File: config.mk
export PLATFORM = sky130hd
export DESIGN_NAME = qtai_front
export DESIGN_NICKNAME = d
export VERILOG_FILES = /design/src/rtl/qtai_pkg.sv /design/src/rtl/qtai_front.sv
export SDC_FILE = /design/constraint.sdc
export NUM_CORES = 1
export LEC_CHECK = 0
export BUFFER_PORTS_ARGS = -buffer_cell sky130_fd_sc_hd__buf_2
export CORE_AREA = 2 2 98 100
export DETAILED_ROUTE_END_ITERATION = 6
export DIE_AREA = 0 0 100 102
export MAX_ROUTING_LAYER = met4
export PLACE_DENSITY = 0.75
export SYNTH_ARGS = -nofsm -noshare
export SYNTH_HDL_FRONTEND = slang
export SYNTH_SLANG_ARGS = --single-unit
File: constraint.sdc
create_clock -name clk -period 1.7 [get_ports clk]
set_clock_uncertainty 0.15 [all_clocks]
set_input_delay 0 -clock clk [delete_from_list [all_inputs] [get_ports clk]]
set_output_delay 0 -clock clk [all_outputs]
set_load 0.05 [all_outputs]
File: src/rtl/qtai_pkg.sv
package qtai_pkg;

    // Component format: signed Q14, 16 bits
    localparam int COMP_W = 16;
    localparam int Q_FRAC = 14;

    // One 16x16 product, and a sum of four of them
    localparam int PROD_W = 2 * COMP_W;
    localparam int SUM_W  = PROD_W + 2;
    localparam int TRUNC_W = SUM_W - Q_FRAC;
    localparam int NUM_PROD = 16;

    // Default depth of the queue between front and back
    localparam int QTAI_QUEUE_DEPTH = 2;

    // Configuration register indexes
    localparam logic [1:0] REG_INVERT_X = 2'd0;
    localparam logic [1:0] REG_INVERT_Y = 2'd1;
    localparam logic [1:0] REG_INVERT_Z = 2'd2;

    localparam logic signed [COMP_W-1:0] COMP_MAX = {1'b0, {(COMP_W-1){1'b1}}};
    localparam logic signed [COMP_W-1:0] COMP_MIN = {1'b1, {(COMP_W-1){1'b0}}};

    // Request as it travels from front to back
    typedef struct packed {
        logic signed [COMP_W-1:0] aw;
        logic signed [COMP_W-1:0] ax;
        logic signed [COMP_W-1:0] ay;
        logic signed [COMP_W-1:0] az;
        logic signed [COMP_W-1:0] bw;
        logic signed [COMP_W-1:0] bx;
        logic signed [COMP_W-1:0] by;
        logic signed [COMP_W-1:0] bz;
        logic                     apply;
    } qtai_item_t;

    // Negate with saturation of the most negative code
    function automatic logic signed [COMP_W-1:0] neg_sat(input logic signed [COMP_W-1:0] v);
        logic signed [COMP_W-1:0] r;
        if (v == COMP_MIN)
            r = COMP_MAX;
        else
            r = -v;
        return r;
    endfunction

    // Q28 sum to Q14: truncate toward zero, then saturate to 16 bits
    function automatic logic signed [COMP_W-1:0] q28_to_q14(input logic signed [SUM_W-1:0] s);
        logic signed [SUM_W-1:0]   adj;
        logic        [TRUNC_W-1:0] t;
        logic signed [COMP_W-1:0]  r;
        adj = s + (s[SUM_W-1] ? SUM_W'((1 << Q_FRAC) - 1) : SUM_W'(0));
        t   = adj[SUM_W-1:Q_FRAC];
        if (!t[TRUNC_W-1] && (|t[TRUNC_W-2:COMP_W-1]))
            r = COMP_MAX;
        else if (t[TRUNC_W-1] && !(&t[TRUNC_W-2:COMP_W-1]))
            r = COMP_MIN;
        else
            r = $signed(t[COMP_W-1:0]);
        return r;
    endfunction

endpackage

File: src/rtl/qtai_front.sv
module qtai_front (
    input  logic                            clk,
    input  logic                            rst_n,
    input  logic                            quat_valid,
    output logic                            quat_stall,
    input  logic signed [15:0]              quat_w,
    input  logic signed [15:0]              quat_x,
    input  logic signed [15:0]              quat_y,
    input  logic signed [15:0]              quat_z,
    input  logic                            tare_request,
    input  logic                            queue_full,
    output logic                            queue_push,
    output qtai_pkg::qtai_item_t            queue_data
);
    import qtai_pkg::*;

    logic signed [COMP_W-1:0] off_w_reg, off_x_reg, off_y_reg, off_z_reg;
    logic signed [COMP_W-1:0] off_w_next, off_x_next, off_y_next, off_z_next;
    logic                     apply_reg, apply_next;

    // Accept whenever the queue has room
    assign quat_stall = queue_full;
    assign queue_push = quat_valid && !queue_full;

    // A tare captures the conjugate; the same request already uses it
    always_comb
    begin
        off_w_next = off_w_reg;
        off_x_next = off_x_reg;
        off_y_next = off_y_reg;
        off_z_next = off_z_reg;
        apply_next = apply_reg;
        if (queue_push && tare_request)
        begin
            off_w_next = quat_w;
            off_x_next = neg_sat(quat_x);
            off_y_next = neg_sat(quat_y);
            off_z_next = neg_sat(quat_z);
            apply_next = 1'b1;
        end
    end

    always_comb
    begin
        queue_data.aw    = quat_w;
        queue_data.ax    = quat_x;
        queue_data.ay    = quat_y;
        queue_data.az    = quat_z;
        queue_data.bw    = off_w_next;
        queue_data.bx    = off_x_next;
        queue_data.by    = off_y_next;
        queue_data.bz    = off_z_next;
        queue_data.apply = apply_next;
    end

    // Offset is payload: no reset
    always_ff @(posedge clk)
    begin
        off_w_reg <= off_w_next;
        off_x_reg <= off_x_next;
        off_y_reg <= off_y_next;
        off_z_reg <= off_z_next;
    end

    always_ff @(posedge clk or negedge rst_n)
    begin
        if (!rst_n)
            apply_reg <= 1'b0;
        else
            apply_reg <= apply_next;
    end

endmodule

# Word level (Yosys, flattened, before mapping)
# Index checks and enable logic that the tools add are counted.
totals:
  register_bits: 65
  inputBits: 69
  output_inout_bits: 131
  elab_cells: 22
classes:
  add_sub_neg: 3
  n_eq_ne: 3
  muxes: 8
  reduce_logical: 3
op_table:
  columns: ["cell", "n"]
  rows:
  - ["16-bit two-way mux", 7]
  - ["16-bit == test (second input constant)", 3]
  - ["16-bit negator", 3]
  - ["1-bit logical AND", 2]
  - ["1-bit zero test", 1]
  - ["1-bit two-way mux", 1]

# Depth between registers and ports, before layout
logic_depth:
  word_depth: 4
  depth_mapped: 7
  depth_no_buf: 6

# Worst setup path after synthesis
# Ideal clock, no wire load.
synth_path:
  kind: "input -> register"
  start: "input quat_valid"
  end: "register off_y_reg[14]"
  setup_time_ns: 0.263
  arrival_ns: 2.927
  t_required_ns: 1.287
  setup_slack_ns: -1.640
  cell_stages: 6
  path_buffers: 2
  path_cell_list: "nor2b_1 > and2_2 > clkbuf_1 > clkbuf_1 > nor2_1 > a311oi_1"
synth_rtl:
  columns: ["item", "line_no", "text"]
  rows:
  - ["start: declaration", "qtai_front.sv:4", "input logic quat_valid,"]
  - ["end signal: assignment", "qtai_front.sv:61", "off_y_reg <= off_y_next;"]
  - ["end: declaration", "qtai_front.sv:17", "logic signed [COMP_W-1:0] off_w_reg, off_x_reg, off_y_reg, off_z_reg;"]

==> flow_summary.toml <==
[place]
dp_hpwl_um = 8322
portBuffers = 199
pre_cts_ws_ps = -419.5
dpl_cell_area_sq_um = 5450
gp_congestion = 0.8485

[setup_path]
r2r-end = "off_y_reg[13]$_DFF_P_"
arrival_ps = 1870
startpoint_type = "input port"
crit_path_end_kind = "output port"
ff2ff_setup_slack_ps = 610
crit_type = "input port to output port"
slowest_stage = "or4_4"
cp.required_ps = 1550
worst-r2r-cell-count = 4
critPathMaxFanout = 9
crit_path_frequent_cell = "or4_4"
crit_chain = "buf_6, or4_4, or4_4, o21ai_4, buf_12, o22a_4, buf_8"
reg2reg_from = "off_y_reg[13]$_DFF_P_"
crit_path_max_incr_delay_ps = 580

[sta]
fin_crit_sh_pct = 118.9
drv_slew = 0
finalHoldViolations = 0
fin_crit_ps = 2022
max_freq_mhz = 494.6
setup_tns_ps = -4627
rsz0062_at_grt = "true"
setup_violations = 24
maxSlewHeadroom_pct = 73.56
fin_ws_ps = -321.8
tightestPinTransition_ps = 393.0

[grt]
grt_pass1_wl_um = 18980
use_met1_pct = 25.49
grt_use_total_pct = 24.08
busiest_layer = "met2"
grt_max_degree = 35
grt_util_met2_pct = 44.59
use_met3_pct = 4.856
grt_pass1_vias = 3999
gr-total-overflow = 0
antenna_found_initial = 0

[logic_synthesis]
synth_area_sq_um = 3535
synth_cell_types = 50
synth_area_per_cell_sq_um = 8.600
async_flop_share_pct = 1.538
syn_nets = 483
ys_ff_latch = 65
synthFlopType = "dfxtp_1"
synth-warning-count = 0
synth_edf_count = 0
synth_cells = 411
ys_seq_area_share_pct = 36.96

[final_layout]
syn2layout_area_growth_pct = 92.88
drive_above_1_share_pct = 62.39
antenna_cells = 0
design_area_sq_um = 6818
fillCellCount = 590
fin_nets = 737

[power_and_ir_drop]
p_total_w = 0.006588
power.density_nw_per_um2 = 966.2
p_leak_nw = 2.988
peakVddDrop_mv = 0.5682

[hold_path]
min_from = "quat_z[1]"
holdPathStages = 5
hold_path.class = "input port to flop"
whs_endpoint = "off_z_reg[1]$_DFF_P_"

[routing]
firstDrtPassIters = 5
num_vias = 4050
drtAntennaViolNets = 0
wl_um = 13160
drt_iter0_drc = 165
vias_per_cell = 5.186
wire_per_inst_um = 16.85
drc = 0

[clocking]
clk_root_buffer_cell = "clkbuf_8"
clk_latency_ps = 340
cts_tree = "built"
clk_path_buf_depth = 2
cts.sinks = 65
htreeDepth = 3
clkTransAtPathRegs_ps = 80
cts_made_buffers = 9

[status]
outcome = "finished with violations"
violations = "negative setup slack"

[floorplanning]
num_rows = 35
dieHeight_um = 102
dieArea_sq_um = 10200
core_sq_um = 9109
ios = 200
dieWidth_um = 100
start_util_pct = 38.80

[run]
cap_violations = 0
[layout by cell type (no fill, tap or decap), types with 4 or more instances in the layout]
| cell type | synthesis | layout |
|---|---|---|
| buf_2 | 1 | 144 |
| buf_4 | 66 | 78 |
| dfxtp_1 | 64 | 64 |
| nand2_1 | 60 | 41 |
| dlygate4sd3_1 | 0 | 40 |
| o22a_4 | 0 | 29 |
| buf_6 | 1 | 26 |
| buf_8 | 0 | 26 |
| nor2_1 | 27 | 25 |
| nand2_2 | 0 | 19 |
| xnor2_1 | 17 | 17 |
| xor2_1 | 13 | 11 |
| or4_4 | 2 | 10 |
| buf_12 | 0 | 10 |
| nor4_4 | 0 | 9 |
| clkbuf_8 | 0 | 9 |
| nor3_1 | 15 | 8 |
| a31oi_4 | 0 | 8 |
| nand3_1 | 5 | 5 |
| nand4_1 | 5 | 5 |
| nor3_4 | 0 | 5 |
| inv_1 | 7 | 4 |
| nand2b_1 | 4 | 4 |
| a21oi_1 | 4 | 4 |
[cells in the mapped netlist (3+ instances only)]
cell	count	area, sq um
nand3_1	5	25.02
o22a_1	17	148.9
nand2b_1	4	25.02
dfxtp_1	64	1281
a31oi_1	9	56.30
o21ai_0	6	30.03
nor2_1	27	101.4
or4_1	9	67.56
nand2_1	60	225.2
o22a_2	12	120.1
clkbuf_1	14	52.55
inv_1	7	26.28
xor2_1	13	113.9
nand4_1	5	31.28
buf_4	66	495.5
nor4_1	14	87.58
a21oi_1	4	20.02
xnor2_1	17	148.9
or3_1	3	18.77
nor3_1	15	75.07
ha_1	3	37.54
[worst max-delay path, delay by kind of cell]
family	cells	cell delay (ps)
AO/OA/AOI/OAI	2	350
buffers and inverters	3	410
AND/OR/NAND/NOR	2	1110
[per-layer routing]
layer | wire [um] | part of all wire [%] | vias up
met5 | 0 | 0 | -
met4 | 265 | 2.0 | 0
met3 | 797 | 6.1 | 28
met2 | 7181 | 55 | 187
met1 | 4919 | 37 | 1939
li1 | - | - | 1896
[cells by family after synthesis]
| kind of cell | Yosys count | synth area share [%] |
|---|---|---|
| flip-flops | 65 | 36.96 |
| adder cells (fa/ha/maj) | 3 | 1.062 |
| AND/OR/NAND/NOR | 158 | 22.37 |
| AO/OA/AOI/OAI | 62 | 14.44 |
| buffers and inverters | 90 | 16.81 |
| multiplexers | 3 | 0.9203 |
| XOR/XNOR | 30 | 7.434 |
[repair_timing]
action / 4_1_cts / 5_1_grt
endpoints found under the hold margin: 38 / 0
resized for setup: 112 / 64
endpoints found under the setup margin: 45 / 45
pin swaps: 18 / 28
buffers inserted: 1 / 3
hold buffers: 41 / 0
cloned: 0 / 1
[metrics by stage]
| step | utilization [%] | instances | hold WS, ps |
|---|---|---|---|
| after floorplan | - | 411 | -445.6 |
| after global placement | 59.84 | 720 | -376.0 |
| after detailed placement | 59.84 | 720 | -374.0 |
| after CTS | 71.40 | 777 | -7.923 |
| after global routing | 74.85 | 781 | 8.655 |
| final | 74.85 | 781 | 11.83 |
[worst max-delay path by stage]
stage	cells after the start	slack (ps)	from	to
after detailed placement	7	-420	quat_y[6]	queue_data[25]
after global routing	7	-350	quat_y[12]	queue_data[28]
after floorplan	3	-360	quat_y[6]	off_y_reg[14]$_DFF_P_
after global placement	7	-390	quat_y[6]	queue_data[19]
final	7	-320	quat_y[12]	queue_data[28]
after CTS	7	-300	quat_y[12]	queue_data[25]
[final cells by class]
type                       instances  area (sq um)  area share [%]
clock inverter                     7         93.84           1.376
multi-input combinational        256          2476           36.32
sequential                        65          1306           19.16
timing repair buffer             326          2628           38.54
inverter                           7         51.30          0.7524
clock buffer                       9         123.9           1.817
tap                              111         138.9           2.037
[where the power goes]
part | leakage [nW] | switching, W | internal [W]
logic | 2.34 | 0.00196 | 0.00126
registers | 0.547 | 0.0000970 | 0.00179
clock network | 0.106 | 0.000658 | 0.000826
Note: power is estimated with default switching activity, not from simulation.
