**config.mk**
```make
export PLATFORM = sky130hd
export DESIGN_NAME = qtai_fifo
export DESIGN_NICKNAME = d
export VERILOG_FILES = /design/src/rtl/qtai_pkg.sv /design/src/rtl/qtai_fifo.sv
export SDC_FILE = /design/constraint.sdc
export NUM_CORES = 1
export LEC_CHECK = 0
export BUFFER_PORTS_ARGS = -buffer_cell sky130_fd_sc_hd__buf_4
export CAP_MARGIN = 20
export CORE_UTILIZATION = 46
export DETAILED_ROUTE_END_ITERATION = 6
export GPL_TIMING_DRIVEN = 0
export PLACE_DENSITY = 0.72
export SETUP_SLACK_MARGIN = 0.05
export SLEW_MARGIN = 20
export SYNTH_ARGS = -nofsm -noshare
export SYNTH_HDL_FRONTEND = slang
export SYNTH_SLANG_ARGS = --single-unit
```
**constraint.sdc**
```tcl
create_clock -name clk -period 9.2 [get_ports clk]
set_clock_uncertainty 0.1 [all_clocks]
set_input_delay 0.92 -clock clk [delete_from_list [all_inputs] [get_ports clk]]
set_output_delay 0.92 -clock clk [all_outputs]
set_load 0.005 [all_outputs]
```
**src/rtl/qtai_pkg.sv**
```systemverilog
package qtai_pkg;

    // Component format: signed Q14, 16 bits
    localparam int COMP_W = 16;
    localparam int Q_FRAC = 14;

    // One 16x16 product, and a sum of four of them
    localparam int PROD_W = 2 * COMP_W;
    localparam int SUM_W  = PROD_W + 2;
    localparam int TRUNC_W = SUM_W - Q_FRAC;
    localparam int NUM_PROD = 16;

    // Default depth of the queue between front and back
    localparam int QTAI_QUEUE_DEPTH = 2;

    // Configuration register indexes
    localparam logic [1:0] REG_INVERT_X = 2'd0;
    localparam logic [1:0] REG_INVERT_Y = 2'd1;
    localparam logic [1:0] REG_INVERT_Z = 2'd2;

    localparam logic signed [COMP_W-1:0] COMP_MAX = {1'b0, {(COMP_W-1){1'b1}}};
    localparam logic signed [COMP_W-1:0] COMP_MIN = {1'b1, {(COMP_W-1){1'b0}}};

    // Request as it travels from front to back
    typedef struct packed {
        logic signed [COMP_W-1:0] aw;
        logic signed [COMP_W-1:0] ax;
        logic signed [COMP_W-1:0] ay;
        logic signed [COMP_W-1:0] az;
        logic signed [COMP_W-1:0] bw;
        logic signed [COMP_W-1:0] bx;
        logic signed [COMP_W-1:0] by;
        logic signed [COMP_W-1:0] bz;
        logic                     apply;
    } qtai_item_t;

    // Negate with saturation of the most negative code
    function automatic logic signed [COMP_W-1:0] neg_sat(input logic signed [COMP_W-1:0] v);
        logic signed [COMP_W-1:0] r;
        if (v == COMP_MIN)
            r = COMP_MAX;
        else
            r = -v;
        return r;
    endfunction

    // Q28 sum to Q14: truncate toward zero, then saturate to 16 bits
    function automatic logic signed [COMP_W-1:0] q28_to_q14(input logic signed [SUM_W-1:0] s);
        logic signed [SUM_W-1:0]   adj;
        logic        [TRUNC_W-1:0] t;
        logic signed [COMP_W-1:0]  r;
        adj = s + (s[SUM_W-1] ? SUM_W'((1 << Q_FRAC) - 1) : SUM_W'(0));
        t   = adj[SUM_W-1:Q_FRAC];
        if (!t[TRUNC_W-1] && (|t[TRUNC_W-2:COMP_W-1]))
            r = COMP_MAX;
        else if (t[TRUNC_W-1] && !(&t[TRUNC_W-2:COMP_W-1]))
            r = COMP_MIN;
        else
            r = $signed(t[COMP_W-1:0]);
        return r;
    endfunction

endpackage

```
**src/rtl/qtai_fifo.sv**
```systemverilog
module qtai_fifo #(
    parameter int DEPTH = qtai_pkg::QTAI_QUEUE_DEPTH
) (
    input  logic                 clk,
    input  logic                 rst_n,
    input  logic                 push,
    input  qtai_pkg::qtai_item_t push_data,
    output logic                 full,
    input  logic                 pop,
    output qtai_pkg::qtai_item_t pop_data,
    output logic                 not_empty
);
    import qtai_pkg::*;

    localparam int PTR_W = (DEPTH > 1) ? $clog2(DEPTH) : 1;
    localparam int CNT_W = $clog2(DEPTH + 1);
    localparam logic [PTR_W-1:0] LAST = PTR_W'(DEPTH - 1);

    qtai_item_t        mem_reg [DEPTH];
    logic [PTR_W-1:0]  wr_ptr_reg, wr_ptr_next;
    logic [PTR_W-1:0]  rd_ptr_reg, rd_ptr_next;
    logic [CNT_W-1:0]  count_reg, count_next;
    logic              do_push, do_pop;

    assign full      = (count_reg == CNT_W'(DEPTH));
    assign not_empty = (count_reg != '0);
    assign do_push   = push && !full;
    assign do_pop    = pop && not_empty;
    assign pop_data  = mem_reg[rd_ptr_reg];

    // Pointer wrap and occupancy
    always_comb
    begin
        wr_ptr_next = wr_ptr_reg;
        rd_ptr_next = rd_ptr_reg;
        count_next  = count_reg;
        if (do_push)
            wr_ptr_next = (wr_ptr_reg == LAST) ? '0 : wr_ptr_reg + PTR_W'(1);
        if (do_pop)
            rd_ptr_next = (rd_ptr_reg == LAST) ? '0 : rd_ptr_reg + PTR_W'(1);
        if (do_push && !do_pop)
            count_next = count_reg + CNT_W'(1);
        else if (do_pop && !do_push)
            count_next = count_reg - CNT_W'(1);
    end

    always_ff @(posedge clk)
    begin
        if (do_push)
            mem_reg[wr_ptr_reg] <= push_data;
    end

    always_ff @(posedge clk or negedge rst_n)
    begin
        if (!rst_n)
        begin
            wr_ptr_reg <= '0;
            rd_ptr_reg <= '0;
            count_reg  <= '0;
        end
        else
        begin
            wr_ptr_reg <= wr_ptr_next;
            rd_ptr_reg <= rd_ptr_next;
            count_reg  <= count_next;
        end
    end

endmodule

```
# Yosys cells after proc, flatten, opt, wreduce, memory -nomap -nowiden
# Memory sizes are Yosys's and may differ from the RTL's.
# Cells that the tools add are included.
[word_totals]
regBits = 4
ramBits = 258
inputBits = 133
out_inout_bits = 131
word_cells = 24
n_memories = 1
[memory_table]
columns = ["name", "depth", "word_bits", "read_ports", "rd_clocked_by_memory_dff", "write_ports", "line_no", "source"]
rows = [
  ["mem_reg", 2, 129, 1, 0, 1, "qtai_fifo.sv:19", "qtai_item_t mem_reg [DEPTH];"],
]
[op_classes]
add_sub_neg = 4
eq_ne = 1
muxes = 6
reduce_logical = 9
[op_table]
columns = ["operator", "n"]
rows = [
  ["1-bit logical AND", 4],
  ["1-bit 2-to-1 mux", 4],
  ["2-bit 2-to-1 mux", 2],
  ["2-bit nonzero test", 2],
  ["1-bit logical NOT", 3],
  ["1-bit adder, second input constant", 2],
  ["2-bit by 1-bit adder with 2-bit output, second input constant", 1],
  ["2-bit == test, second input constant", 1],
  ["2-bit by 1-bit subtractor with 2-bit output, second input constant", 1],
]

# Logic depth before layout (Yosys ltp)
# Gate-level depths: netlist (run 1).
[logic_depth]
ltp_word = 7
mapped_depth = 7
ltp_nobuf = 7

# Worst setup path before layout (run 1)
# No wires, ideal clock.
[synth_timing]
path_type = "input port to flip-flop"
startpoint = "in push"
endpoint = "mem mem_reg[0][0] (netlist bit), enable pin"
setup_time_ns = 0.619
arrival_ns = 6.369
required_ns = 8.481
slack_ns = 2.113
cell_stages = 2
n_path_buf = 0
cell_sequence = "nand2_1 -> nor2_1"
[synth_between]
elab_chain_len = 3
[synth_rtl]
columns = ["item", "line_no", "source"]
rows = [
  ["start, declared", "qtai_fifo.sv:6", "input logic push,"],
  ["1-bit logical AND", "qtai_fifo.sv:27", "assign do_push = push && !full;"],
  ["1-bit 2-to-1 mux", "qtai_fifo.sv:49", "if (do_push)"],
  ["1-bit 2-to-1 mux (implied by the code)", "qtai_fifo.sv:50", "mem_reg[wr_ptr_reg] <= push_data;"],
  ["end, declared", "qtai_fifo.sv:19", ""],
]
# Every way passes these cells.

==> results of run 1 <==
## stage by stage
stage	utilization (%)	area (µm²)	hold slack [ns]
finish	63.2	12800	0.0760
global route	63.2	12800	0.0519
CTS	63.2	12800	0.0516
detailed placement	59.3	12000	0.401
global placement	58.4	11800	0.375
floorplan	-	9530	0.356
## cell type report
cell class	count	area (µm²)	area share, %
flip-flops and latches	262	7850	61.2
clock inverters	12	119	0.926
repair buffers	270	2150	16.8
multi-input cells	142	1560	12.1
plain buffers	14	135	1.05
inverters	2	7.51	0.0585
well taps	270	338	2.63
clock buffers	33	677	5.28
## cells by family after synthesis
| group | Yosys count |
|---|---|
| DFF | 262 |
| buffers and inverters | 16 |
| and+or+nand+nor | 7 |
| muxes | 129 |
| adders and majority gates | 1 |
| xor gates and xnor gates | 5 |
## metal layers
layer	GRT usage, %	wire length, µm
met5	0	0
met4	5.89	440
met3	4.89	1450
met2	30.0	9350
met1	20.3	6960
## placed cells by master (no fill, tap or decap), drive strengths merged, types with 2 or more instances in the layout
| cell type | Yosys | layout |
|---|---|---|
| bufinv | 0 | 2 |
| mux2 | 129 | 129 |
| clkbuf | 0 | 33 |
| nand2 | 2 | 2 |
| nor2 | 2 | 2 |
| buf | 14 | 284 |
| clkinv | 0 | 9 |
| dfrtp | 4 | 4 |
| xor2 | 2 | 2 |
| xnor2 | 3 | 3 |
| edfxtp | 258 | 258 |
| inv | 2 | 2 |
## worst min path at each step
stage,start,endpoint,slack [ns],depth (start not counted)
after floorplan,count_reg[1]$_DFFE_PN0P_,count_reg[1]$_DFFE_PN0P_,0.36,1
final,rst_n,wr_ptr_reg$_DFFE_PN0N_,0.08,1
after CTS,rst_n,wr_ptr_reg$_DFFE_PN0N_,0.05,1
after global placement,count_reg[1]$_DFFE_PN0P_,count_reg[1]$_DFFE_PN0P_,0.37,1
after global routing,rst_n,wr_ptr_reg$_DFFE_PN0N_,0.05,1
after detailed placement,count_reg[1]$_DFFE_PN0P_,count_reg[1]$_DFFE_PN0P_,0.40,1
## power breakdown
group	switching, mW	internal [mW]	total, mW
Sequential	0.0604	1.63	1.69
Combinational	0.544	0.713	1.26
Clock	0.409	0.574	0.984
Total	1.01	2.92	3.93
## worst max-delay path, stage by stage, from the launching register on
cell,delay [ns]
dfrtp_1,0.37
buf_4,0.28
buf_6,0.21
mux2_2,0.35
buf_4,0.15
==> metrics, run 1 <==
Seq/Total Area, Yosys=82.3%; Worst EP required=approximately 8 ns; crit-path max FO=10; synth unique cells=15; R2R depth=5; Setup Viol. Count Final=0; Detail Placement HPWL=around 13,000 µm; setup TNS=0 ns; CTS hold repair buffers=0; Layout Nets=~850; power density over the cells=306 nW/µm²; synth top area cells=edfxtp_1 81%, mux2_2 15%, buf_6 1.2%; terminus of the critical flop-to-flop path=mem_reg[0][62]$_DFFE_PP_; Global Route Usage Sum=roughly 17%; worst slew pin tran=0.732 ns; share of the clock period used by the worst path=31.4%; startpoint types=register; maxcap violations=0; commonest cells in the netlist=258 x edfxtp_1, 129 x mux2_2, 10 x buf_6, 4 x dfrtp_1; core area=between 20,000 and 25,000 µm²; Critical Path Sink=pop_data[21]; total power=3.93 mW; placed insts=960; H-Tree Depth=1; crit path DAT=between 1.5 and 2 ns; asr flop ratio synth=under 10%; Slew HR=just over 50%; WL final=around 18,000 µm; Clock Tree Buf Depth=3; first-pass GRT wire length=around 28,000 µm; min-delay worst type=in -> async; ys flop type=edfxtp_1; Initial Util=a little under half; Max Slew Vio Count=0; P&R area growth vs syn=34.6%; CTS clk-pin slew, worst paths=0.06 ns; DRC Markers=0; total gr overflow=0; post-route setup slack=approximately 6.3 ns; Iter 0 DRT Violations=179; dpl ws=approximately 6.5 ns; initial antenna violation count=0; routed wire length per instance=about 18 µm; vias in the first global route=5,351; post-route ant nets=0; Setup Buffers After CTS=0; post-layout minimum cycle time=roughly 2.9 ns; Ys Warns=0; Pre-antenna DRT Iters=4; DIE AREA=between 20,000 and 25,000 µm²; Post-Syn Instances=between 400 and 500; LEAKAGE=between 4 and 5 nW; number of flip-flops in the largest register=roughly 260; Via density=around 4.8; xor and xnor area share after synthesis=0.459%; largest family of logic cells by synthesized area=multiplexers; post-cts repair resize count=0; number of fill cells=1,466; Post-Synth Adder-Cell Area=less than 1%; Post-Synth Simple-Gate Area=0.354%; IO Pins=about 260; CTS tree=yes; clock root cell=clkbuf_16; Final Hold Fails=0; die width=146 µm; Synth Area per Inst=about 23 µm²; num rows=52; compound-gate portion of the synthesized area=0%; layout cells sized above 1=61.2%; critical path startpoint=rd_ptr_reg$_DFFE_PN0P_; Synthesized Nets=554; Max Clk Rate=between 0.3 and 0.4 GHz; largest net degree at the start of global routing=56; Port Buffers=about 260; status=complete, no violations; Yosys reg bits=between 200 and 300; EDFF count, synth=258; area share of the largest cell type after synthesis=around four fifths; top-count cell post-synth=edfxtp_1; RSZ-0062 raised after global routing=no; post-synth top area cell=edfxtp_1; diodes inserted=0; CTS buffer count=26; Layout Cells excl Fill=roughly 1.0k; CP Capture Type=primary output; R2R Setup Slk=roughly 7 ns; routed via count=4,852; mux share of post-synthesis cell area=15.2%; Sink Count=262; FF-to-FF Start=count_reg[0]$_DFFE_PN0P_; clk_lat worst skew=0.53 ns; Max VDD drop=roughly 0.18 mV; Post-Syn Area=roughly 9500 µm²; Die Height=~150 µm; RD Place Congestion=around 0.76; kind of critical path=reg -> out
(Power assumes the default switching activity.)
==> run 2: changes to the inputs <==
==> constraint.sdc (replaced) <==
create_clock -name clk -period 3 [get_ports clk]
set_clock_uncertainty 0.1 [all_clocks]
set_input_delay 0.3 -clock clk [delete_from_list [all_inputs] [get_ports clk]]
set_output_delay 0.3 -clock clk [all_outputs]
set_load 0.005 [all_outputs]
==> metrics, run 2 (synthesized netlist as in run 1, its figures left out) <==
IO Pins=264 (unchanged); R2R depth=7 (was 5); CP max stage delay=0.42 ns (was 0.37 ns); Global Route Usage Sum=19.0% (was 17.2%); die width=146 µm (unchanged); power density over the cells=883 nW/µm² (was 306 nW/µm²); met1 usage=22.3% (was 20.3%); Layout Cells excl Fill=1,141 (was 1,005); crit-path max FO=10 (unchanged); number of flip-flops in the largest register=258 (unchanged); GR Util met3=5.45% (was 4.89%); Final Hold Fails=0 (unchanged); delay-heaviest family, CP=buffers and inverters (unchanged); Detail Placement HPWL=12,500 µm (was 12,600 µm); CP bufs+invs=3 (unchanged); crit path DAT=1.93 ns (was 1.87 ns); largest net degree at the start of global routing=57 (was 56); worst slew pin tran=0.473 ns (was 0.732 ns); num rows=52 (unchanged); total gr overflow=0 (unchanged); P&R area growth vs syn=49.9% (was 34.6%); GR peak layer=met2 (unchanged); final instance area=14,300 µm² (was 12,800 µm²); first-pass GRT wire length=31,900 µm (was 28,400 µm); most frequent cells in the layout=264 x buf_4, 258 x edfxtp_1, 132 x dlygate4sd3_1, 129 x mux2_2, 27 x clkbuf_16 (was 264 x buf_4, 258 x edfxtp_1, 129 x mux2_2, 26 x clkbuf_16, 10 x buf_6); status=complete, no violations (unchanged); CTS clk-pin slew, worst paths=0.06 ns (about the same); Initial Util=47.0% (unchanged); Setup Viol. Count Final=0 (unchanged); LEAKAGE=5.43 nW (was 4.81 nW); maxcap violations=0 (unchanged); CTS buffer count=26 (unchanged); Layout Nets=985 (was 852); WL final=20,200 µm (was 18,200 µm); Clock Tree Buf Depth=3 (unchanged); terminus of the critical flop-to-flop path=mem_reg[0][13]$_DFFE_PP_ (was mem_reg[0][62]$_DFFE_PP_); RSZ-0062 raised after global routing=no (unchanged); share of the clock period used by the worst path=77.7%; routed wire length per instance=17.7 µm (was 18.1 µm); Max Slew Vio Count=0 (unchanged); min-delay worst type=in -> async (unchanged); grt met2 use=33.7% (was 30.0%); vias in the first global route=6,140 (was 5,351); startpoint types=register (unchanged); Port Buffers=263 (unchanged); layout cells sized above 1=52.2% (was 61.2%); CTS tree=yes (unchanged); Critical Path, Cell by Cell=buf_4 > buf_6 > mux2_2 > buf_4 (unchanged); Sink Count=262 (unchanged); core area=20,300 µm² (unchanged); clock root cell=clkbuf_16 (unchanged); DIE AREA=21,300 µm² (unchanged); commonest non-fill, non-tap cell in the layout=buf_4 (unchanged); Max VDD drop=0.620 mV (was 0.180 mV); Final Util=70.4% (was 63.2%); post-layout minimum cycle time=approximately 2.3 ns; Die Height=146 µm (unchanged); Max Clk Rate=0.429 GHz; placed insts=961 (was 960); Cell Area, Placed=12,100 µm² (was 12,000 µm²); H-Tree Depth=1 (unchanged); initial antenna violation count=1 (was 0); routed via count=5,492 (was 4,852); kind of critical path=reg -> out (unchanged); FF-to-FF Start=count_reg[0]$_DFFE_PN0P_ (unchanged); Pre-antenna DRT Iters=4 (unchanged); WP depth=4 (unchanged); RD Place Congestion=0.748 (was 0.758); R2R Setup Slk=0.75 ns (was 6.97 ns); CP Capture Type=primary output (unchanged); Worst EP required=2.60 ns (was 8.18 ns); Crit path top cell by count=buf_4 (unchanged); post-cts repair resize count=0 (unchanged); post-route ant nets=0 (unchanged); Slew HR=68.4% (was 51.1%); DRC Markers=0 (unchanged); setup TNS=0 ns (unchanged); Via density=4.81 (was 4.83); Setup Buffers After CTS=0 (unchanged); slowest CP cell=dfrtp_1 (unchanged); clk_lat worst skew=0.51 ns (was 0.53 ns); Iter 0 DRT Violations=153 (was 179)
[run 2: where the power goes]
part / total [mW] / internal (mW) / switching, mW / leakage (nW)
Combinational: 4.10 / 2.33 / 1.76 / 2.55
Sequential: 5.19 / 4.99 / 0.199 / 2.44
Clock: 3.33 / 2.06 / 1.27 / 0.432
Total: 12.6 / 9.39 / 3.23 / 5.43
[run 2: layer usage]
layer / up-vias / wire length (µm) / share of wire [%]
li1: 2535 / - / -
met1: 2696 / 7640 / 38
met2: 210 / 10400 / 52
met3: 51 / 1530 / 7.6
met4: 0 / 567 / 2.8
met5: - / 0 / 0
[run 2: final cells by class]
cell class	count	area (µm²)
Antenna cell	1	2.50
Buffer	14	135
Clock buffer	32	694
Clock inverter	15	191
Fill cell	1252	6010
Inverter	2	7.51
Multi-Input combinational cell	142	1570
Sequential cell	262	7850
Tap cell	270	338
Timing Repair Buffer	403	3500
[run 2: repair_timing]
action                                  4_1_cts  5_1_grt
endpoints found under the setup margin        0        0
hold endpoints to repair                    264        0
hold buffers                                132        0
[run 2: how the worst max path moves through the flow]
stage | start | endpoint | slack, ns
5_1_grt | rd_ptr_reg$_DFFE_PN0P_ | pop_data[74] | 0.57
6_report | rd_ptr_reg$_DFFE_PN0P_ | pop_data[90] | 0.67
3_3_place_gp | count_reg[0]$_DFFE_PN0P_ | mem_reg[0][18]$_DFFE_PP_ | -0.90
3_5_place_dp | count_reg[0]$_DFFE_PN0P_ | mem_reg[0][24]$_DFFE_PP_ | 0.74
4_1_cts | rd_ptr_reg$_DFFE_PN0P_ | pop_data[74] | 0.62
2_1_floorplan | count_reg[0]$_DFFE_PN0P_ | mem_reg[0][0]$_DFFE_PP_ | -0.03
[run 2: worst register-to-register path: stages, from the launching register on]
cell and delay, ns:
dfrtp_1 0.42, nand2b_4 0.18, nand2_4 0.07, nor2_4 0.40, buf_16 0.23, buf_16 0.18, buf_12 0.20, buf_16 0.18
[run 2: stage by stage]
stage               setup WS (ns)  total power [mW]  hold slack (ns)
floorplan                 -0.0260              7.19          -0.0956
global placement           -0.896              8.97         -0.00309
detailed placement          0.743              9.23         -0.00165
CTS                         0.622              12.7           0.0183
global route                0.574              13.2           0.0496
finish                      0.669              12.6           0.0569
